**src/sv/btmx_pkg.sv**
```systemverilog
// Shared types and codes for the binary trie maximum-XOR block.
package btmx_pkg;

   localparam logic ACTION_INSERT = 1'b0;
   localparam logic ACTION_QUERY  = 1'b1;

   typedef enum logic [1:0] {
      STATUS_OK        = 2'd0,
      STATUS_POOL_FULL = 2'd1,
      STATUS_EMPTY     = 2'd2
   } btmx_status_type;

   typedef enum logic [2:0] {
      ST_IDLE,
      ST_WALK,
      ST_CHECK,
      ST_ALLOC,
      ST_SEAL,
      ST_DONE
   } btmx_state_type;

   typedef struct packed {
      logic            load;
      logic            walk;
      logic            alloc;
      logic            seal;
      logic            set_status;
      btmx_status_type status_code;
      logic            publish;
   } btmx_cmd_type;

   typedef struct packed {
      logic root_empty;
      logic is_query;
      logic stop;
      logic last;
      logic pool_full;
   } btmx_flags_type;

endpackage

```
**src/sv/btmx_control.sv**
```systemverilog
// Controller state machine that sequences trie walks, allocation and result handoff.
module btmx_control (
   input  logic                    clock,
   input  logic                    reset,
   input  logic                    req_tvalid,
   output logic                    req_tready,
   input  logic                    req_tuser,
   output logic                    rsp_tvalid,
   input  logic                    rsp_tready,
   input  btmx_pkg::btmx_flags_type flags,
   output btmx_pkg::btmx_cmd_type   cmd
);

   import btmx_pkg::*;

   btmx_state_type state_ff, state_in;
   logic           rsp_valid_ff, rsp_valid_in;
   logic           out_free;

   always_ff @(posedge clock) begin
      if (reset) begin
         state_ff     <= ST_IDLE;
         rsp_valid_ff <= 1'b0;
      end else begin
         state_ff     <= state_in;
         rsp_valid_ff <= rsp_valid_in;
      end
   end

   always_comb begin
      state_in        = state_ff;
      cmd             = '0;
      cmd.status_code = STATUS_OK;
      out_free        = !rsp_valid_ff || rsp_tready;
      unique case (state_ff)
         ST_IDLE: begin
            if (req_tvalid) begin
               cmd.load = 1'b1;
               if (req_tuser == ACTION_QUERY && flags.root_empty) begin
                  cmd.set_status  = 1'b1;
                  cmd.status_code = STATUS_EMPTY;
                  state_in        = ST_DONE;
               end else begin
                  state_in = ST_WALK;
               end
            end
         end
         ST_WALK: begin
            cmd.walk = 1'b1;
            if (flags.is_query) begin
               if (flags.stop || flags.last) begin
                  state_in = ST_DONE;
               end
            end else if (flags.stop) begin
               state_in = ST_CHECK;
            end else if (flags.last) begin
               state_in = ST_DONE;
            end
         end
         ST_CHECK: begin
            if (flags.pool_full) begin
               cmd.set_status  = 1'b1;
               cmd.status_code = STATUS_POOL_FULL;
               state_in        = ST_DONE;
            end else begin
               state_in = ST_ALLOC;
            end
         end
         ST_ALLOC: begin
            cmd.alloc = 1'b1;
            if (flags.last) begin
               state_in = ST_SEAL;
            end
         end
         ST_SEAL: begin
            cmd.seal = 1'b1;
            state_in = ST_DONE;
         end
         ST_DONE: begin
            if (out_free) begin
               cmd.publish = 1'b1;
               state_in    = ST_IDLE;
            end
         end
         default: begin
            state_in = ST_IDLE;
         end
      endcase
      rsp_valid_in = cmd.publish || (rsp_valid_ff && !rsp_tready);
   end

   assign req_tready = (state_ff == ST_IDLE);
   assign rsp_tvalid = rsp_valid_ff;

endmodule

```
**config.mk**
```make
export PLATFORM = sky130hd
export DESIGN_NAME = btmx_control
export DESIGN_NICKNAME = d
export VERILOG_FILES = /design/src/sv/btmx_pkg.sv /design/src/sv/btmx_control.sv
export SDC_FILE = /design/constraint.sdc
export NUM_CORES = 1
export LEC_CHECK = 0
export BUFFER_PORTS_ARGS = -buffer_cell sky130_fd_sc_hd__buf_2
export CORE_AREA = 2 2 39 41
export CTS_CLUSTER_DIAMETER = 50
export CTS_CLUSTER_SIZE = 8
export DETAILED_ROUTE_END_ITERATION = 10
export DIE_AREA = 0 0 41 43
export HOLD_SLACK_MARGIN = 0.06
export PLACE_DENSITY_LB_ADDON = 0.15
export SLEW_MARGIN = 30
export SYNTH_ARGS = -nofsm -noshare
export SYNTH_HDL_FRONTEND = slang
export SYNTH_SLANG_ARGS = --single-unit
```
**constraint.sdc**
```tcl
create_clock -name clock -period 3.6 [get_ports clock]
set_input_delay 0.36 -clock clock [delete_from_list [all_inputs] [get_ports clock]]
set_output_delay 0.36 -clock clock [all_outputs]
set_load 0.01 [all_outputs]
```
==> metrics.txt <==
# diodes 0; post-route cell area roughly 450 sq um; via count 398; global-route wire length before repair 1390 um; Ports 20; Post-route DRC 0; final net count 76; Adder-Cell Fraction of Synth Area 0%; chip height 43 um; status complete, no violations; Buf/Inv on CP 2; ANT nets after route 0; Core Area between 0.001 and 0.0015 sq mm; Final Core Density 32.7%; Worst EP arrival 1.36 ns; largest net degree at the start of global routing 17; P&R area growth vs syn 38.2%; Hold Crit Depth 2; compound-cell area share of the yosys netlist a little over a quarter; Resized Gates After CTS 0; CTS Root Cell clkbuf_4; Port Buf Inserts 19; setup skew after layout 0.000397 ns; yosys warns 0; mux cell area share after synthesis 3.05%; crit start category flop; overall global routing resource usage 11.8%; Worst setup EP type output port; drt total wl 894 um; Hold Path Sink state_ff[0]$_SDFFE_PP0P_; number of flops mapped to enable cells by yosys 0; WP data required 3.24 ns; Final Power 189 uW; Hold Path Class in2reg; Mapped Area 328 sq um; Final Max Tran Viols 0; layout cells sized above 1 39.1%; Final setup viols 0; unrepaired setup endpoints after global routing no; TNS Setup 0 ns; Starting Density 23.7%; CP max FO 12; Fin Hold WS 0.338 ns; largest family of logic cells by synthesized area simple AND/OR/NAND/NOR gates; Cells after Synth 45; Rel. slew slack between 60% and 70%; worst flop-to-flop path startpoint state_ff[2]$_SDFFE_PP0P_; most frequent cells in the layout buf_2 (19), nor3_1 (6), nand2_1 (4), dfxtp_1 (4), clkbuf_4 (3); FF+latch count, synth 4; Async S/R FF share, synth 0%; Die Wd 41 um; Worst Reg-to-Reg Cells 4; worst slew pin tran 0.475 ns; Power Density 417 mW/mm^2; Core Rows 14; Iteration-0 DRC Markers 11; Pleak about 0.20 nW; Synth Flop Type dfxtp_1; H-tree depth 1; max incr delay on CP 0.56 ns; maximum root-to-sink buffer count 2; area of the die 0.00176 sq mm; Synth Area in XOR/XNOR 0%; CP top delay family flip-flops; Peak VDD IR 0.168 mV; Critical Path Slowest Stage Cell dfxtp_1; drt pass-1 iters 4; CP Class reg2out; Final period util 47.7%; Mapped Nets 55; sequential area share after synthesis 24.4%; vias in the first global route roughly 340; Clk Latency, worst-skew pair 0.23 ns; Vias/cell 4.98; final hold violations 0; Critical Path, Cell by Cell inv_2, nor2_1, and3_1, buf_2; initial antenna violation count 0; most common cell after layout, fill and taps aside buf_2; post-route minimum period about 1.7 ns; Reg clk slew, reported paths 0.04 ns; Cell Area, Placed approximately 430 sq um; FMAX 582 MHz; Simple-Gate Fraction of Synth Area 37.8%; TritonCTS Buffers 3; FF-to-FF End state_ff[0]$_SDFFE_PP0P_; Detailed Place HPWL between 600 and 700 um; TritonCTS clock tree done; min-delay src reset; Wirelength per Cell 11.2 um; FF-to-FF setup slack 2.15 ns; TritonCTS Sinks 4; cts hold-fix bufs 0; Unique masters post-synth 28; grt total ovfl 0; max_cap viols 0; Mean Syn Cell Area 7.28 sq um; gpl congestion 0.730; postcts setup bufs 0
layout make-up:
cell class / instances / area (sq um)
Fill cell: 173 / 931
Clock buffer: 3 / 22.5
Sequential cell: 4 / 80.1
Timing Repair Buffer: 19 / 95.1
Multi-Input combinational cell: 35 / 224
Inverter: 3 / 11.3
Tap cell: 16 / 20.0
cells by family (layout without fill, tap and decap cells):
group                  after synthesis  in the layout
AOI/OAI and AO/OA                   12             12
buffers and inverters                6             25
DFF                                  4              4
muxes                                1              1
and+or+nand+nor                     22             22
cells in the mapped netlist, types with 2 or more instances:
library cell / number / share of area (%)
nand2_1: 4 / 4.6
nor2b_1: 2 / 3.8
inv_1: 2 / 2.3
nand4b_1: 2 / 5.3
nor3_1: 6 / 9.2
nor2_1: 2 / 2.3
o21ai_0: 2 / 3.1
a21oi_1: 2 / 3.1
dfxtp_1: 4 / 24
registers in the layout (all words and copies together), names as in the netlist:
register	flops
state_ff	3
rsp_tvalid	1
metrics by stage:
stage	setup slack (ns)	instances
CTS	1.86	80
global route	1.69	80
floorplan	1.90	45
global placement	2.09	77
detailed placement	2.11	77
finish	1.88	80
metal layers:
| metal | part of all wire [%] | routed length, um | vias up | track usage (%) |
|---|---|---|---|---|
| li1 | - | - | 208 | - |
| met1 | 52 | 464 | 174 | 17.4 |
| met2 | 40 | 355 | 16 | 14.1 |
| met3 | 8.3 | 74 | 0 | 1.57 |
| met4 | 0 | 0 | 0 | 10.0 |
| met5 | 0 | 0 | - | 0 |
where the power goes:
group	switching (mW)	leakage, nW	internal, mW
logic	0.0340	0.151	0.0322
registers	0.0172	0.0329	0.0502
clock network	0.0181	0.0138	0.0373
total	0.0693	0.198	0.120
worst register-to-register path, cell delays in order, from the launching register on:
cell and delay, ns:
dfxtp_1 0.44, or3_1 0.43, a21oi_2 0.22, a221oi_1 0.09, a211oi_2 0.19
worst max-delay path by stage:
| stage | startpoint | endpoint | slack, ns | cells past startpoint |
|---|---|---|---|---|
| final | state_ff[0]$_SDFFE_PP0P_ | cmd[0] | 1.88 | 4 |
| after global routing | state_ff[0]$_SDFFE_PP0P_ | cmd[0] | 1.69 | 4 |
| after CTS | state_ff[0]$_SDFFE_PP0P_ | cmd[0] | 1.86 | 4 |
| after detailed placement | state_ff[0]$_SDFFE_PP0P_ | cmd[0] | 2.11 | 4 |
| after global placement | state_ff[0]$_SDFFE_PP0P_ | cmd[0] | 2.09 | 4 |
| after floorplan | state_ff[1]$_SDFFE_PP0P_ | cmd[2] | 1.90 | 3 |
(Power assumes the default switching activity.)
